### src/hdl/ssm_pkg.sv
// Shared constants, types and helpers for the satellite set summary block.
// No dependencies; used by the interfaces and every module.
`timescale 1ns / 1ps
package ssm_pkg;

  localparam int MAX_SAT = 64;
  localparam int IDX_W   = $clog2(MAX_SAT);
  localparam int CNT_W   = $clog2(MAX_SAT + 1);
  localparam int SIG_W   = 7;
  localparam int BIT_W   = $clog2(SIG_W);
  localparam int TALLY_W = 7;
  localparam int ELEV_W  = 15;
  localparam int SNR_W   = 8;

  localparam logic [TALLY_W-1:0] TALLY_MAX = {TALLY_W{1'b1}};
  localparam logic signed [ELEV_W-1:0] THR_RESET = ELEV_W'(1000);

  typedef enum logic [2:0] {
    T_IDLE = 3'b001,
    T_BUSY = 3'b010,
    T_HOLD = 3'b100
  } top_state_e;

  typedef enum logic [1:0] {
    S_IDLE = 2'b01,
    S_SCAN = 2'b10
  } sel_state_e;

  typedef struct packed {
    logic             start;
    logic [CNT_W-1:0] n;
  } sel_req_t;

  typedef struct packed {
    logic             done;
    logic [SIG_W-1:0] median;
  } sel_rsp_t;

  function automatic logic [TALLY_W-1:0] sat_inc(input logic [TALLY_W-1:0] c);
    sat_inc = (c == TALLY_MAX) ? c : c + 1'b1;
  endfunction

endpackage

### src/hdl/ssm_ifs.sv
// Valid/ready channel interfaces: satellite records in, snapshot summary out.
// Depends on ssm_pkg for field widths.
`timescale 1ns / 1ps
interface ssm_in_if;
  logic                                  valid;
  logic                                  ready;
  logic                                  carries_satellite;
  logic                                  position_known;
  logic                                  in_use;
  logic signed [ssm_pkg::SNR_W-1:0]      signal_strength;
  logic signed [ssm_pkg::ELEV_W-1:0]     elevation;
  logic                                  last;

  modport source (output valid, carries_satellite, position_known, in_use,
                  signal_strength, elevation, last, input ready);
  modport sink   (input valid, carries_satellite, position_known, in_use,
                  signal_strength, elevation, last, output ready);
endinterface

interface ssm_out_if;
  logic                           valid;
  logic                           ready;
  logic [ssm_pkg::TALLY_W-1:0]    visible_count;
  logic [ssm_pkg::TALLY_W-1:0]    used_count;
  logic [ssm_pkg::TALLY_W-1:0]    low_used_count;
  logic [ssm_pkg::SIG_W-1:0]      median_signal;

  modport source (output valid, visible_count, used_count, low_used_count,
                  median_signal, input ready);
  modport sink   (input valid, visible_count, used_count, low_used_count,
                  median_signal, output ready);
endinterface

### src/hdl/ssm_sig_ram.sv
// Signal strength store: one write port, one read port, registered read data.
// Depends on ssm_pkg for depth and width.
`timescale 1ns / 1ps
module ssm_sig_ram (
  input  logic                        clk_i,
  input  logic                        we_i,
  input  logic [ssm_pkg::IDX_W-1:0]   waddr_i,
  input  logic [ssm_pkg::SIG_W-1:0]   wdata_i,
  input  logic                        re_i,
  input  logic [ssm_pkg::IDX_W-1:0]   raddr_i,
  output logic [ssm_pkg::SIG_W-1:0]   rdata_o
);

  logic [ssm_pkg::SIG_W-1:0] mem [ssm_pkg::MAX_SAT];
  logic [ssm_pkg::SIG_W-1:0] rdata_q;

  always_ff @(posedge clk_i) begin
    if (we_i) begin
      mem[waddr_i] <= wdata_i;
    end
  end

  always_ff @(posedge clk_i) begin
    if (re_i) begin
      rdata_q <= mem[raddr_i];
    end
  end

  assign rdata_o = rdata_q;

endmodule

### src/hdl/ssm_select.sv
// Radix selection engine: finds the two middle ranks of the stored signals,
// one bit per pass over the store. Depends on ssm_pkg; reads ssm_sig_ram.
`timescale 1ns / 1ps
module ssm_select (
  input  logic                        clk_i,
  input  logic                        rst_ni,
  input  ssm_pkg::sel_req_t           req_i,
  output ssm_pkg::sel_rsp_t           rsp_o,
  output logic                        rd_en_o,
  output logic [ssm_pkg::IDX_W-1:0]   rd_addr_o,
  input  logic [ssm_pkg::SIG_W-1:0]   rd_data_i
);

  ssm_pkg::sel_state_e state_q, state_d;
  logic rvld_q, done_q;

  logic [ssm_pkg::CNT_W-1:0] n_q, addr_q, ka_q, kb_q, ca_q, cb_q;
  logic [ssm_pkg::SIG_W-1:0] pref_a_q, pref_b_q, med_q;
  logic [ssm_pkg::BIT_W-1:0] bit_q;

  logic [ssm_pkg::SIG_W:0]   hi_mask_w, med_sum;
  logic [ssm_pkg::SIG_W-1:0] hi_mask, bit_oh, fin_a, fin_b, median;
  logic match_a, match_b, take_a, take_b, pass_end, scanning;

  always_comb begin
    hi_mask_w = {(ssm_pkg::SIG_W + 1){1'b1}} << ({1'b0, bit_q} + 1'b1);
    hi_mask   = hi_mask_w[ssm_pkg::SIG_W-1:0];
    bit_oh    = ssm_pkg::SIG_W'(1) << bit_q;
    match_a   = (((rd_data_i ^ pref_a_q) & hi_mask) == '0) && !rd_data_i[bit_q];
    match_b   = (((rd_data_i ^ pref_b_q) & hi_mask) == '0) && !rd_data_i[bit_q];
    take_a    = ka_q >= ca_q;
    take_b    = kb_q >= cb_q;
    fin_a     = take_a ? (pref_a_q | bit_oh) : pref_a_q;
    fin_b     = take_b ? (pref_b_q | bit_oh) : pref_b_q;
    med_sum   = {1'b0, fin_a} + {1'b0, fin_b};
    median    = med_sum[ssm_pkg::SIG_W:1];
    scanning  = (state_q == ssm_pkg::S_SCAN);
    rd_en_o   = scanning && (addr_q < n_q);
    pass_end  = scanning && (addr_q == n_q) && !rvld_q;
  end

  assign rd_addr_o = addr_q[ssm_pkg::IDX_W-1:0];

  always_comb begin
    state_d = state_q;
    unique case (state_q)
      ssm_pkg::S_IDLE: if (req_i.start) state_d = ssm_pkg::S_SCAN;
      ssm_pkg::S_SCAN: if (pass_end && bit_q == '0) state_d = ssm_pkg::S_IDLE;
      default:         state_d = ssm_pkg::S_IDLE;
    endcase
  end

  always_ff @(posedge clk_i or negedge rst_ni) begin
    if (!rst_ni) begin
      state_q <= ssm_pkg::S_IDLE;
      rvld_q  <= 1'b0;
      done_q  <= 1'b0;
    end else begin
      state_q <= state_d;
      rvld_q  <= rd_en_o;
      done_q  <= pass_end && (bit_q == '0);
    end
  end

  always_ff @(posedge clk_i) begin
    if (state_q == ssm_pkg::S_IDLE && req_i.start) begin
      n_q      <= req_i.n;
      ka_q     <= (req_i.n - 1'b1) >> 1;
      kb_q     <= req_i.n >> 1;
      pref_a_q <= '0;
      pref_b_q <= '0;
      bit_q    <= ssm_pkg::BIT_W'(ssm_pkg::SIG_W - 1);
      addr_q   <= '0;
      ca_q     <= '0;
      cb_q     <= '0;
    end else if (scanning) begin
      if (pass_end) begin
        pref_a_q <= fin_a;
        pref_b_q <= fin_b;
        ka_q     <= take_a ? ka_q - ca_q : ka_q;
        kb_q     <= take_b ? kb_q - cb_q : kb_q;
        ca_q     <= '0;
        cb_q     <= '0;
        addr_q   <= '0;
        if (bit_q == '0) begin
          med_q <= median;
        end else begin
          bit_q <= bit_q - 1'b1;
        end
      end else begin
        if (rd_en_o) addr_q <= addr_q + 1'b1;
        if (rvld_q) begin
          ca_q <= ca_q + ssm_pkg::CNT_W'(match_a);
          cb_q <= cb_q + ssm_pkg::CNT_W'(match_b);
        end
      end
    end
  end

  assign rsp_o.done   = done_q;
  assign rsp_o.median = med_q;

endmodule

### src/hdl/satellite_set_summary_median_top.sv
// Top level of the satellite set summary: counters, control, output register.
// Depends on ssm_pkg, ssm_ifs, ssm_sig_ram and ssm_select.
`timescale 1ns / 1ps
// Usage:
//   sat_i takes one satellite record per transfer; last closes the snapshot.
//   sum_o gives one summary per snapshot: three counts and the median signal.
//   cfg_we_i/cfg_wdata_i write the signed low elevation threshold (reset
//   1000); write it only while no snapshot is being summarised.
// Flow:
//   A record without last is taken whenever the block is idle. A record
//   with last also starts the median search, then the summary is loaded
//   into the output register. The search is a radix selection over the
//   signal store, one bit per pass, seven passes; each pass reads the n
//   stored signals (at most 64) through the single read port of the store.
//   With no stored signals the search is skipped.
// Reset:
//   Counters clear and the threshold returns to 1000; the store needs no
//   clearing since only written entries are read.
// Receiver stall:
//   The summary waits in the output register; new records are still taken
//   until the next snapshot's summary needs that register.
module satellite_set_summary_median_top (
  input  logic                                clk_i,
  input  logic                                rst_ni,
  input  logic                                cfg_we_i,
  input  logic signed [ssm_pkg::ELEV_W-1:0]   cfg_wdata_i,
  ssm_in_if.sink                              sat_i,
  ssm_out_if.source                           sum_o
);

  ssm_pkg::top_state_e state_q, state_d;

  logic signed [ssm_pkg::ELEV_W-1:0] thr_q;
  logic [ssm_pkg::TALLY_W-1:0] vis_q, vis_d, used_q, used_d, low_q, low_d;
  logic [ssm_pkg::CNT_W-1:0]   scnt_q, scnt_d;
  logic [ssm_pkg::SIG_W-1:0]   med_q;
  logic out_vld_q;
  logic [ssm_pkg::TALLY_W-1:0] out_vis_q, out_used_q, out_low_q;
  logic [ssm_pkg::SIG_W-1:0]   out_med_q;

  logic acc, seen, used, store, load;
  ssm_pkg::sel_req_t sel_req;
  ssm_pkg::sel_rsp_t sel_rsp;
  logic rd_en;
  logic [ssm_pkg::IDX_W-1:0] rd_addr;
  logic [ssm_pkg::SIG_W-1:0] rd_data;

  assign sat_i.ready = (state_q == ssm_pkg::T_IDLE);
  assign acc  = sat_i.valid && sat_i.ready;
  assign seen = sat_i.carries_satellite && sat_i.position_known;
  assign used = seen && sat_i.in_use;
  assign store = acc && used && !sat_i.signal_strength[ssm_pkg::SNR_W-1] &&
                 (sat_i.signal_strength != '0) &&
                 (scnt_q < ssm_pkg::CNT_W'(ssm_pkg::MAX_SAT));
  assign load = (state_q == ssm_pkg::T_HOLD) && (!out_vld_q || sum_o.ready);

  always_comb begin
    vis_d  = vis_q;
    used_d = used_q;
    low_d  = low_q;
    scnt_d = scnt_q;
    if (load) begin
      vis_d  = '0;
      used_d = '0;
      low_d  = '0;
      scnt_d = '0;
    end else if (acc) begin
      if (seen) vis_d = ssm_pkg::sat_inc(vis_q);
      if (used) begin
        used_d = ssm_pkg::sat_inc(used_q);
        if (sat_i.elevation < thr_q) low_d = ssm_pkg::sat_inc(low_q);
      end
      if (store) scnt_d = scnt_q + 1'b1;
    end
  end

  always_comb begin
    state_d = state_q;
    unique case (state_q)
      ssm_pkg::T_IDLE: begin
        if (acc && sat_i.last) begin
          state_d = (scnt_d == '0) ? ssm_pkg::T_HOLD : ssm_pkg::T_BUSY;
        end
      end
      ssm_pkg::T_BUSY: if (sel_rsp.done) state_d = ssm_pkg::T_HOLD;
      ssm_pkg::T_HOLD: if (load) state_d = ssm_pkg::T_IDLE;
      default:         state_d = ssm_pkg::T_IDLE;
    endcase
  end

  assign sel_req.start = acc && sat_i.last && (scnt_d != '0);
  assign sel_req.n     = scnt_d;

  always_ff @(posedge clk_i or negedge rst_ni) begin
    if (!rst_ni) begin
      state_q   <= ssm_pkg::T_IDLE;
      thr_q     <= ssm_pkg::THR_RESET;
      vis_q     <= '0;
      used_q    <= '0;
      low_q     <= '0;
      scnt_q    <= '0;
      out_vld_q <= 1'b0;
    end else begin
      state_q <= state_d;
      if (cfg_we_i) thr_q <= cfg_wdata_i;
      vis_q   <= vis_d;
      used_q  <= used_d;
      low_q   <= low_d;
      scnt_q  <= scnt_d;
      if (load) begin
        out_vld_q <= 1'b1;
      end else if (sum_o.ready) begin
        out_vld_q <= 1'b0;
      end
    end
  end

  always_ff @(posedge clk_i) begin
    if (acc && sat_i.last && scnt_d == '0) begin
      med_q <= '0;
    end else if (sel_rsp.done) begin
      med_q <= sel_rsp.median;
    end
    if (load) begin
      out_vis_q  <= vis_q;
      out_used_q <= used_q;
      out_low_q  <= low_q;
      out_med_q  <= med_q;
    end
  end

  assign sum_o.valid          = out_vld_q;
  assign sum_o.visible_count  = out_vis_q;
  assign sum_o.used_count     = out_used_q;
  assign sum_o.low_used_count = out_low_q;
  assign sum_o.median_signal  = out_med_q;

  ssm_sig_ram u_ram (
    .clk_i   (clk_i),
    .we_i    (store),
    .waddr_i (scnt_q[ssm_pkg::IDX_W-1:0]),
    .wdata_i (sat_i.signal_strength[ssm_pkg::SIG_W-1:0]),
    .re_i    (rd_en),
    .raddr_i (rd_addr),
    .rdata_o (rd_data)
  );

  ssm_select u_sel (
    .clk_i     (clk_i),
    .rst_ni    (rst_ni),
    .req_i     (sel_req),
    .rsp_o     (sel_rsp),
    .rd_en_o   (rd_en),
    .rd_addr_o (rd_addr),
    .rd_data_i (rd_data)
  );

  a_done_in_busy: assert property (@(posedge clk_i) disable iff (!rst_ni)
    sel_rsp.done |-> state_q == ssm_pkg::T_BUSY)
    else $error("selection finished outside a search");

  a_store_bound: assert property (@(posedge clk_i) disable iff (!rst_ni)
    scnt_q <= ssm_pkg::CNT_W'(ssm_pkg::MAX_SAT))
    else $error("signal count beyond store depth");

  a_last_blocks: assert property (@(posedge clk_i) disable iff (!rst_ni)
    (acc && sat_i.last) |=> !sat_i.ready)
    else $error("record taken while summary pending");

  a_no_used_zero_med: assert property (@(posedge clk_i) disable iff (!rst_ni)
    (sum_o.valid && sum_o.used_count == '0) |-> sum_o.median_signal == '0)
    else $error("median without used satellites");

endmodule
### src/flat_wrapper.sv
// flat-port wrapper written by rule: the top's interface ports become plain ports
module satellite_set_summary_median_top_flat 
  (clk_i, rst_ni, cfg_we_i, cfg_wdata_i, sat_i_valid, sat_i_carries_satellite, sat_i_position_known, sat_i_in_use, sat_i_signal_strength, sat_i_elevation, sat_i_last, sat_i_ready, sum_o_valid, sum_o_visible_count, sum_o_used_count, sum_o_low_used_count, sum_o_median_signal, sum_o_ready);
  ssm_in_if sat_i_i ();
  ssm_out_if sum_o_i ();
  input  logic clk_i;
  input  logic rst_ni;
  input  logic cfg_we_i;
  input  logic signed [ssm_pkg::ELEV_W-1:0] cfg_wdata_i;
  input wire logic [$bits(sat_i_i.valid)-1:0] sat_i_valid;
  input wire logic [$bits(sat_i_i.carries_satellite)-1:0] sat_i_carries_satellite;
  input wire logic [$bits(sat_i_i.position_known)-1:0] sat_i_position_known;
  input wire logic [$bits(sat_i_i.in_use)-1:0] sat_i_in_use;
  input wire logic [$bits(sat_i_i.signal_strength)-1:0] sat_i_signal_strength;
  input wire logic [$bits(sat_i_i.elevation)-1:0] sat_i_elevation;
  input wire logic [$bits(sat_i_i.last)-1:0] sat_i_last;
  output wire logic [$bits(sat_i_i.ready)-1:0] sat_i_ready;
  output wire logic [$bits(sum_o_i.valid)-1:0] sum_o_valid;
  output wire logic [$bits(sum_o_i.visible_count)-1:0] sum_o_visible_count;
  output wire logic [$bits(sum_o_i.used_count)-1:0] sum_o_used_count;
  output wire logic [$bits(sum_o_i.low_used_count)-1:0] sum_o_low_used_count;
  output wire logic [$bits(sum_o_i.median_signal)-1:0] sum_o_median_signal;
  input wire logic [$bits(sum_o_i.ready)-1:0] sum_o_ready;
  assign sat_i_i.valid = sat_i_valid;
  assign sat_i_i.carries_satellite = sat_i_carries_satellite;
  assign sat_i_i.position_known = sat_i_position_known;
  assign sat_i_i.in_use = sat_i_in_use;
  assign sat_i_i.signal_strength = sat_i_signal_strength;
  assign sat_i_i.elevation = sat_i_elevation;
  assign sat_i_i.last = sat_i_last;
  assign sat_i_ready = sat_i_i.ready;
  assign sum_o_valid = sum_o_i.valid;
  assign sum_o_visible_count = sum_o_i.visible_count;
  assign sum_o_used_count = sum_o_i.used_count;
  assign sum_o_low_used_count = sum_o_i.low_used_count;
  assign sum_o_median_signal = sum_o_i.median_signal;
  assign sum_o_i.ready = sum_o_ready;
  satellite_set_summary_median_top u_core (.clk_i(clk_i), .rst_ni(rst_ni), .cfg_we_i(cfg_we_i), .cfg_wdata_i(cfg_wdata_i), .sat_i(sat_i_i), .sum_o(sum_o_i));
endmodule
### config.mk
export PLATFORM = sky130hd
export DESIGN_NAME = satellite_set_summary_median_top_flat
export DESIGN_NICKNAME = d
export VERILOG_FILES = /design/src/hdl/ssm_pkg.sv /design/src/hdl/ssm_ifs.sv /design/src/hdl/ssm_sig_ram.sv /design/src/hdl/ssm_select.sv /design/src/hdl/satellite_set_summary_median_top.sv /design/src/flat_wrapper.sv
export SDC_FILE = /design/constraint.sdc
export NUM_CORES = 1
export LEC_CHECK = 0
export BUFFER_PORTS_ARGS = -buffer_cell sky130_fd_sc_hd__buf_2
export CELL_PAD_IN_SITES_DETAIL_PLACEMENT = 0
export CELL_PAD_IN_SITES_GLOBAL_PLACEMENT = 1
export CORE_UTILIZATION = 46
export DETAILED_ROUTE_END_ITERATION = 10
export PLACE_DENSITY = 0.77
export SYNTH_ARGS = -nofsm -noshare
export SYNTH_HDL_FRONTEND = slang
export SYNTH_SLANG_ARGS = --single-unit
### constraint.sdc
create_clock -name clk_i -period 3.9 [get_ports clk_i]
set_clock_uncertainty 0.2 [all_clocks]
set_input_delay 0.78 -clock clk_i [delete_from_list [all_inputs] [get_ports clk_i]]
set_output_delay 0.78 -clock clk_i [all_outputs]
set_load 0.02 [all_outputs]
==> reports/metrics.yaml, run 1 <==
timing:
  tightest_slew_ns: 1.07
  slew_headroom: 0.286
  setup_viol_count_final: 0
  slew_viol_final: 0
  timing.fmax_ghz: 0.275
  fin_crit_sh: 0.932
  final_hold_viol_count: 0
  grt_setup_unrepaired: "false"
  min_period_ns: 3.63
floorplanning:
  io_pins: 77
  die_y_um: 238
  die_area_mm2: 0.0568
  initial_core_util: 0.466
  num_rows: 86
  core_area_mm2: 0.0551
  die_w_um: 238
critical_path:
  cp.depth: 14
  reg2reg_from: "u_core.u_sel.ka_q[0]"
  critical_path.endpoint: "u_core.u_sel.med_q[6]"
  startpoint_type: "register"
  r2r-end: "u_core.u_sel.med_q[6]"
  critPathKind: "reg -> reg"
  r2r_cells: 14
  crit_path_cell_trace: "inv_1 > ha_1 > nand2b_1 > a211oi_2 > o21ai_0 > a31o_2 > a21o_1 > a21oi_1 > inv_1 > ha_1 > nand2_1 > o31ai_1 > o41ai_1 > o21ai_0"
  required_ns: 4.05
  worstSetupStartpoint: "u_core.u_sel.ka_q[0]"
  worstPathMaxFanout: 4
  slowest_stage: "o41ai_1"
  path_delay_family: "compound AO/OA/AOI/OAI gates"
  slowest_delay_ns: 0.47
  arrival_ns: 3.78
  crit_buf_inv: 2
  end_kind: "register"
  rrSetupSlack_ns: 0.27
clock_tree:
  tritoncts: "built"
  clock_latency_ns: 0.64
  post_cts_buffers: 0
  root_buffer: "clkbuf_16"
  cts.sinks: 607
  cts_resized: 0
  cts_buffers: 61
  cts_hold_buf: 0
  cts_buffer_depth: 3
  cts.clk_slew.worst_paths_ns: 0.06
  htreeDepth: 2
layout:
  n_fill_cell: 4392
  design_area_mm2: 0.0293
  fin_util: 0.531
  area_growth_pct: 14.0
  reg.largest.list: "u_core.u_ram.mem: 448 flops, u_core.thr_q: 15 flops"
  top_register: "u_core.u_ram.mem"
  drive_gt1_frac: 0.248
  multiInputGateArea_mm2: 0.00766
  fin_nets: 1776
  largest_reg_flops: 448
  finalNonFillerCells: 2464
  regArea_mm2: 0.0175
power:
  p_int_mw: 10.4
  peakVddDrop_mv: 0.411
  leakage_nw: 10.2
  p_clk_frac: 0.443
  swShare: 0.199
  combPwrFrac: 0.015
  power_density_mw_per_mm2: 444
  switchingPower_mw: 2.58
  pwr-share-seq: 0.542
status:
  outcome: "completed"
detailed_routing:
  vias: 13900
  via_per_inst: 5.64
  first_pass_iters: 5
  drcViolationCount: 0
  drt_wl_total_mm: 55.8
  drt-initial-drc-count: 1274
  wl_per_cell_um: 22.6
  postRouteAntennaNets: 0
synth:
  synthFlopType: "edfxtp_1"
  synth_top_family_by_area: "multiplexers"
  syn_area_mm2: 0.0257
  synthAdderAreaFrac: 0.0316
  avgSynthCellArea_um2: 16.8
  synth_compound_area_frac: 0.0493
  synthXorXnorAreaFrac: 0.0191
  seq_area_frac_synth: 0.682
  async_flop_share: 0.0840
  synth_area_leaders: "edfxtp_1, mux4_2, dfrtp_1"
  synth_top_area_cell: "edfxtp_1"
  syn_nets: 1642
  syn_inst: 1532
  synth_top_area_frac: 0.595
  synth_enable_flop_cells: 509
  ys_warn_count: 0
  synth.distinct_cells: 72
  yosys.area_share.simple: 0.0589
  synth_seq_cells: 607
  synthMuxAreaShare: 0.139
global_routing:
  antenna_found_initial: 3
  grt_pass1_wl_mm: 85.0
  grt_max_degree: 65
  globalRoute.totalOverflow: 0
  grt_usage: 0.202
  grt_pass1_vias: 13900
placement:
  place_inst: 2351
  gp_congestion: 0.857
  port_buffers: 76
  placed_cell_area_mm2: 0.0273
  dpl.hpwl_mm: 36.6
run:
  maxCapViolations: 0
worst_hold_path:
  hold_path_class: "in -> async"
-- power by group through the flow --
stage | combinational (mW) | sequential (mW) | clock (mW)
6_report | 0.201 | 7.04 | 5.75
5_1_grt | 0.225 | 7.03 | 6.10
4_1_cts | 0.203 | 7.04 | 5.84
3_5_place_dp | 0.204 | 7.17 | 0
3_3_place_gp | 0.192 | 7.17 | 0
2_1_floorplan | 0.0594 | 7.17 | 0
-- cells by family (layout without fill, tap and decap cells) --
group / count (synthesis) / in the layout
DFF: 607 / 607
and+or+nand+nor: 315 / 315
muxes: 170 / 170
AOI/OAI and AO/OA: 191 / 191
other: 0 / 2
adders and majority gates: 63 / 63
xor gates and xnor gates: 56 / 56
buffers and inverters: 130 / 312
-- synth_stat cells (6+ instances only) --
library cell and number:
ha_1 60, a21o_1 15, xor2_1 22, xnor2_1 34, nor2b_1 14, edfxtp_1 509, dfxtp_1 47, dfstp_2 8
dfrtp_1 43, a31o_2 9, mux4_2 148, buf_1 14, a31oi_1 11, nand2b_1 9, nor4_1 6, a21oi_1 39
and3_1 7, o21ai_0 59, clkbuf_1 42, nand3_1 28, inv_1 61, nor3_1 12, buf_2 7, nand2_1 62
nor2_1 127, nor3b_1 7, mux2i_1 19, nand4_1 11
-- stage by stage --
stage	power, mW	setup slack [ns]	hold WS, ns	TNS [ns]
finish	13.0	0.266	0.159	0
global route	13.4	0.0443	0.167	0
floorplan	7.23	0.0478	0.208	0
global placement	7.36	-0.205	0.221	-8.10
CTS	13.1	0.195	0.135	0
detailed placement	7.38	-0.214	0.220	-8.02
-- worst min path at each step --
stage                               endpoint             from
3_3_place_gp   u_core.sum_o.median_signal[0]  u_core.med_q[0]
6_report                     u_core.thr_q[0]           rst_ni
2_1_floorplan  u_core.sum_o.median_signal[0]  u_core.med_q[0]
4_1_cts                     u_core.thr_q[10]  cfg_wdata_i[10]
5_1_grt                     u_core.thr_q[14]  cfg_wdata_i[14]
3_5_place_dp   u_core.sum_o.median_signal[0]  u_core.med_q[0]
-- metal layers --
metal,share of wire,vias up,global-route usage
met5,0,-,0
met4,0.034,0,0.0732
met1,0.42,7079,0.281
met3,0.071,98,0.0392
li1,-,6280,-
met2,0.47,450,0.317
-- final cells by class --
| cell class | instances | area share |
|---|---|---|
| Clock buffer | 74 | 0.0549 |
| Timing Repair Buffer | 138 | 0.0315 |
| Clock inverter | 37 | 0.0127 |
| Tap cell | 748 | 0.0320 |
| Inverter | 63 | 0.00817 |
| Sequential cell | 607 | 0.599 |
| Antenna cell | 2 | 0.000171 |
| Multi-Input combinational cell | 795 | 0.262 |
-- placed cells by master, fill, tap and decap left out, types with 7 or more instances in the layout --
| cell type | n |
|---|---|
| mux2i_1 | 19 |
| and3_1 | 7 |
| clkinv_1 | 14 |
| mux4_2 | 148 |
| nand2_1 | 62 |
| xnor2_1 | 34 |
| dfrtp_1 | 43 |
| a21o_1 | 15 |
| a21oi_1 | 39 |
| nor3b_1 | 7 |
| nand2b_1 | 9 |
| clkinv_2 | 13 |
| clkbuf_1 | 11 |
| a31o_2 | 9 |
| dfxtp_1 | 44 |
| inv_1 | 61 |
| nand4_1 | 11 |
| nand3_1 | 28 |
| buf_2 | 76 |
| a31oi_1 | 11 |
| nor2b_1 | 14 |
| dfstp_2 | 8 |
| edfxtp_1 | 509 |
| ha_1 | 60 |
| buf_4 | 56 |
| nor2_1 | 127 |
| clkbuf_16 | 62 |
| nor3_1 | 12 |
| xor2_1 | 22 |
| o21ai_0 | 56 |
Power figures use the tool's default switching activity.
==> run 2: changes to the inputs <==
Settings changed: ABC_AREA from default to 1, PLACE_DENSITY 0.77 to 0.8.
==> run 2 against run 1 <==
Sequential power increased by 4.5%. Global-route usage increased by 2.8 points. Routed wire length increased by 16%. Combinational power increased to 5.0 times the previous value. Count of clock-buffer cells in the layout increased by 11. Synthesized cell count increased by 48%. Sequential cell count unchanged. Critical path type unchanged.
==> reports/metrics.yaml, run 2 <==
status:
  outcome: "completed"  # unchanged
synth:
  ys_top_cells_by_count: "edfxtp_1, nor2_1, o21ai_0"  # was edfxtp_1, mux4_2, nor2_1
  synthFlopType: "edfxtp_1"  # unchanged
  avgSynthCellArea_um2: 11.6  # was 16.8 um2
  synth_top_area_cell: "edfxtp_1"  # unchanged
  synth.most_common_cell: "edfxtp_1"  # unchanged
  synth_seq_cells: 607  # unchanged
  ys_warn_count: 0  # unchanged
  async_flop_share: 0.0840  # unchanged
  syn_inst: 2262  # was 1532
  seq_area_frac_synth: 0.670  # was 0.682
  synth_area_leaders: "edfxtp_1, o21ai_0, nor2_1"  # was edfxtp_1, mux4_2, dfrtp_1
  synth_top_area_frac: 0.585  # was 0.595
  synth_enable_flop_cells: 509  # unchanged
  syn_area_mm2: 0.0261  # was 0.0257 mm2
  syn_nets: 2372  # was 1642
  synth.distinct_cells: 49  # was 72
detailed_routing:
  vias: 17700  # was 13900
  drt_wl_total_mm: 64.7  # was 55.8 mm
  drt-initial-drc-count: 1764  # was 1274
  wl_per_cell_um: 20.5  # was 22.6 um
  drcViolationCount: 0  # unchanged
  first_pass_iters: 8  # was 5
  via_per_inst: 5.61  # was 5.64
  postRouteAntennaNets: 0  # unchanged
floorplanning:
  initial_core_util: 0.464  # was 0.466
  die_area_mm2: 0.0578  # was 0.0568 mm2
  io_pins: 77  # unchanged
  core_area_mm2: 0.0563  # was 0.0551 mm2
  die_w_um: 240  # was 238 um
  num_rows: 87  # was 86
  die_y_um: 240  # was 238 um
timing:
  slew_headroom: 0.180  # was 0.286
  setup_viol_count_final: 0  # unchanged
  finalSetupTns_ns: 0  # unchanged
  tightest_slew_ns: 1.22  # was 1.07 ns
  slew_viol_final: 0  # unchanged
  timing.final.ws_setup_ns: 0.365  # was 0.266 ns
  grt_setup_unrepaired: "false"  # unchanged
  min_period_ns: 3.53  # was 3.63 ns
  final_hold_viol_count: 0  # unchanged
  fin_crit_sh: 0.906  # was 0.932
  holdWs_ns: 0.0180  # was 0.159 ns
  timing.fmax_ghz: 0.283  # was 0.275 GHz
critical_path:
  critPathKind: "reg -> reg"  # unchanged
  required_ns: 4.21  # was 4.05 ns
  end_kind: "register"  # unchanged
  crit_path_frequent_cell: "ha_1"
  worstPathMaxFanout: 9  # was 4
  crit_path_cell_trace: "inv_1 > ha_1 > inv_1 > o21ai_0 > or2_2 > o211ai_1 > nor4_1 > ha_1 > ha_1 > nand2_1 > nor2_1 > nand3_1 > xor2_1 > nor3_2"  # was inv_1 > ha_1 > nand2b_1 > a211oi_2 > o21ai_0 > a31o_2 > a21o_1 > a21oi_1 > inv_1 > ha_1 > nand2_1 > o31ai_1 > o41ai_1 > o21ai_0
  startpoint_type: "register"  # unchanged
  path_delay_family: "simple AND/OR/NAND/NOR gates"  # was compound AO/OA/AOI/OAI gates
  crit_buf_inv: 2  # unchanged
  slowest_delay_ns: 0.53  # was 0.47 ns
  arrival_ns: 3.85  # was 3.78 ns
  slowest_stage: "nor4_1"  # was o41ai_1
clock_tree:
  cts.sinks: 607  # unchanged
  post_cts_buffers: 0  # unchanged
  root_buffer: "clkbuf_16"  # unchanged
  cts_buffer_depth: 3  # unchanged
  htreeDepth: 3  # was 2
  tritoncts: "built"  # unchanged
  cts.clk_slew.worst_paths_ns: 0.06  # about the same
  cts_buffers: 66  # was 61
  cts_hold_buf: 0  # unchanged
  clock_latency_ns: 0.60  # was 0.64 ns
  cts_resized: 0  # unchanged
layout:
  n_fill_cell: 4868  # was 4392
  fin_nets: 2452  # was 1776
  top_register: "u_core.u_ram.mem"  # unchanged
  area_growth_pct: 13.4  # was 14.0%
  insertedDiodeCount: 0  # was 2
  reg.largest.list: "u_core.u_ram.mem: 448 flops, u_core.thr_q: 15 flops"  # unchanged
  finalNonFillerCells: 3149  # was 2464
  design_area_mm2: 0.0296  # was 0.0293 mm2
  largest_reg_flops: 448  # unchanged
  final_cell_mix: "edfxtp_1, nor2_1, o21ai_0"  # was edfxtp_1, mux4_2, nor2_1
  mostFrequentLayoutCell: "edfxtp_1"  # unchanged
  drive_gt1_frac: 0.117  # was 0.248
global_routing:
  antenna_found_initial: 0  # was 3
  grt_pass1_wl_mm: 100  # was 85.0 mm
  grt_usage: 0.230  # was 0.202
  globalRoute.totalOverflow: 0  # unchanged
  grt_pass1_vias: 17300  # was 13900
  grt_max_degree: 230  # was 65
placement:
  port_buffers: 76  # unchanged
  dpl.hpwl_mm: 40.5  # was 36.6 mm
  placed_cell_area_mm2: 0.0274  # was 0.0273 mm2
  dpl_worst_slack_ns: 0.163  # was -0.214 ns
  gp_congestion: 0.875  # was 0.857
  place_inst: 3030  # was 2351
power:
  power_density_mw_per_mm2: 497  # was 444 mW/mm2
  peakVddDrop_mv: 0.389  # was 0.411 mV
  leakage_nw: 10.6  # was 10.2 nW
worst_hold_path:
  hold_path_class: "in -> async"  # unchanged
run:
  maxCapViolations: 0  # unchanged
[run 2: cell count changes in the layout (fill, tap and decap cells not counted), sizes merged, moves of 14 or more]
cell    delta
buf       -16
inv       +64
mux4     -148
nand2    +182
nand3     +87
nand4     +18
nor2     +238
nor2b     -14
nor3      +19
o21ai    +224
o221ai    +42
o22ai     +69
[run 2: layout make-up]
type	count	area [um2]	area share
flip-flops and latches	607	17500	0.591
repair buffers	122	801	0.0270
inverters	130	493	0.0166
clock buffers	85	1790	0.0605
well taps	756	946	0.0319
multi-input cells	1415	7660	0.259
clock inverters	34	427	0.0144
[run 2: cells by family (layout without fill, tap and decap cells)]
logic type	Yosys count	in the layout	synth area share
simple gates	797	797	0.133
flops	607	607	0.670
compound gates	499	499	0.110
buf+inv	240	371	0.0371
fa+ha+maj	63	63	0.0310
xor+xnor	49	49	0.0164
mux	7	7	0.00268
[run 2: where the power goes]
group	internal, mW	total [mW]	switching (mW)
Clock	3.80	6.36	2.56
Sequential	7.18	7.36	0.175
Combinational	0.273	1.01	0.734
Total	11.3	14.7	3.47
[run 2: routing by layer]
metal,part of all wire,track usage
met2,0.47,0.377
met4,0.030,0.0762
met1,0.43,0.305
met5,0,0
met3,0.068,0.0459
[run 2: final timing paths]
check / startpoint / end / slack [ns] / cells past startpoint
min in group clk_i: cfg_wdata_i[10] / u_core.thr_q[10] / 0.20 / 3
setup / recovery: u_core.u_sel.bit_q[0] / u_core.u_sel.ca_q[6] / 0.37 / 14
hold / removal: rst_ni / u_core.low_q[0] / 0.02 / 1
max in group asynchronous: rst_ni / u_core.u_sel.state_q[0] / 2.62 / 2
hold reg to reg: u_core.med_q[6] / u_core.sum_o.median_signal[6] / 0.23 / 0
setup reg to reg: u_core.u_sel.bit_q[0] / u_core.u_sel.ca_q[6] / 0.37 / 14
[run 2: through the flow]
stage | power, mW | util
2_1_floorplan | 7.98 | -
3_3_place_gp | 8.45 | 0.487
3_5_place_dp | 8.47 | 0.487
4_1_cts | 14.8 | 0.527
5_1_grt | 15.2 | 0.527
6_report | 14.7 | 0.527
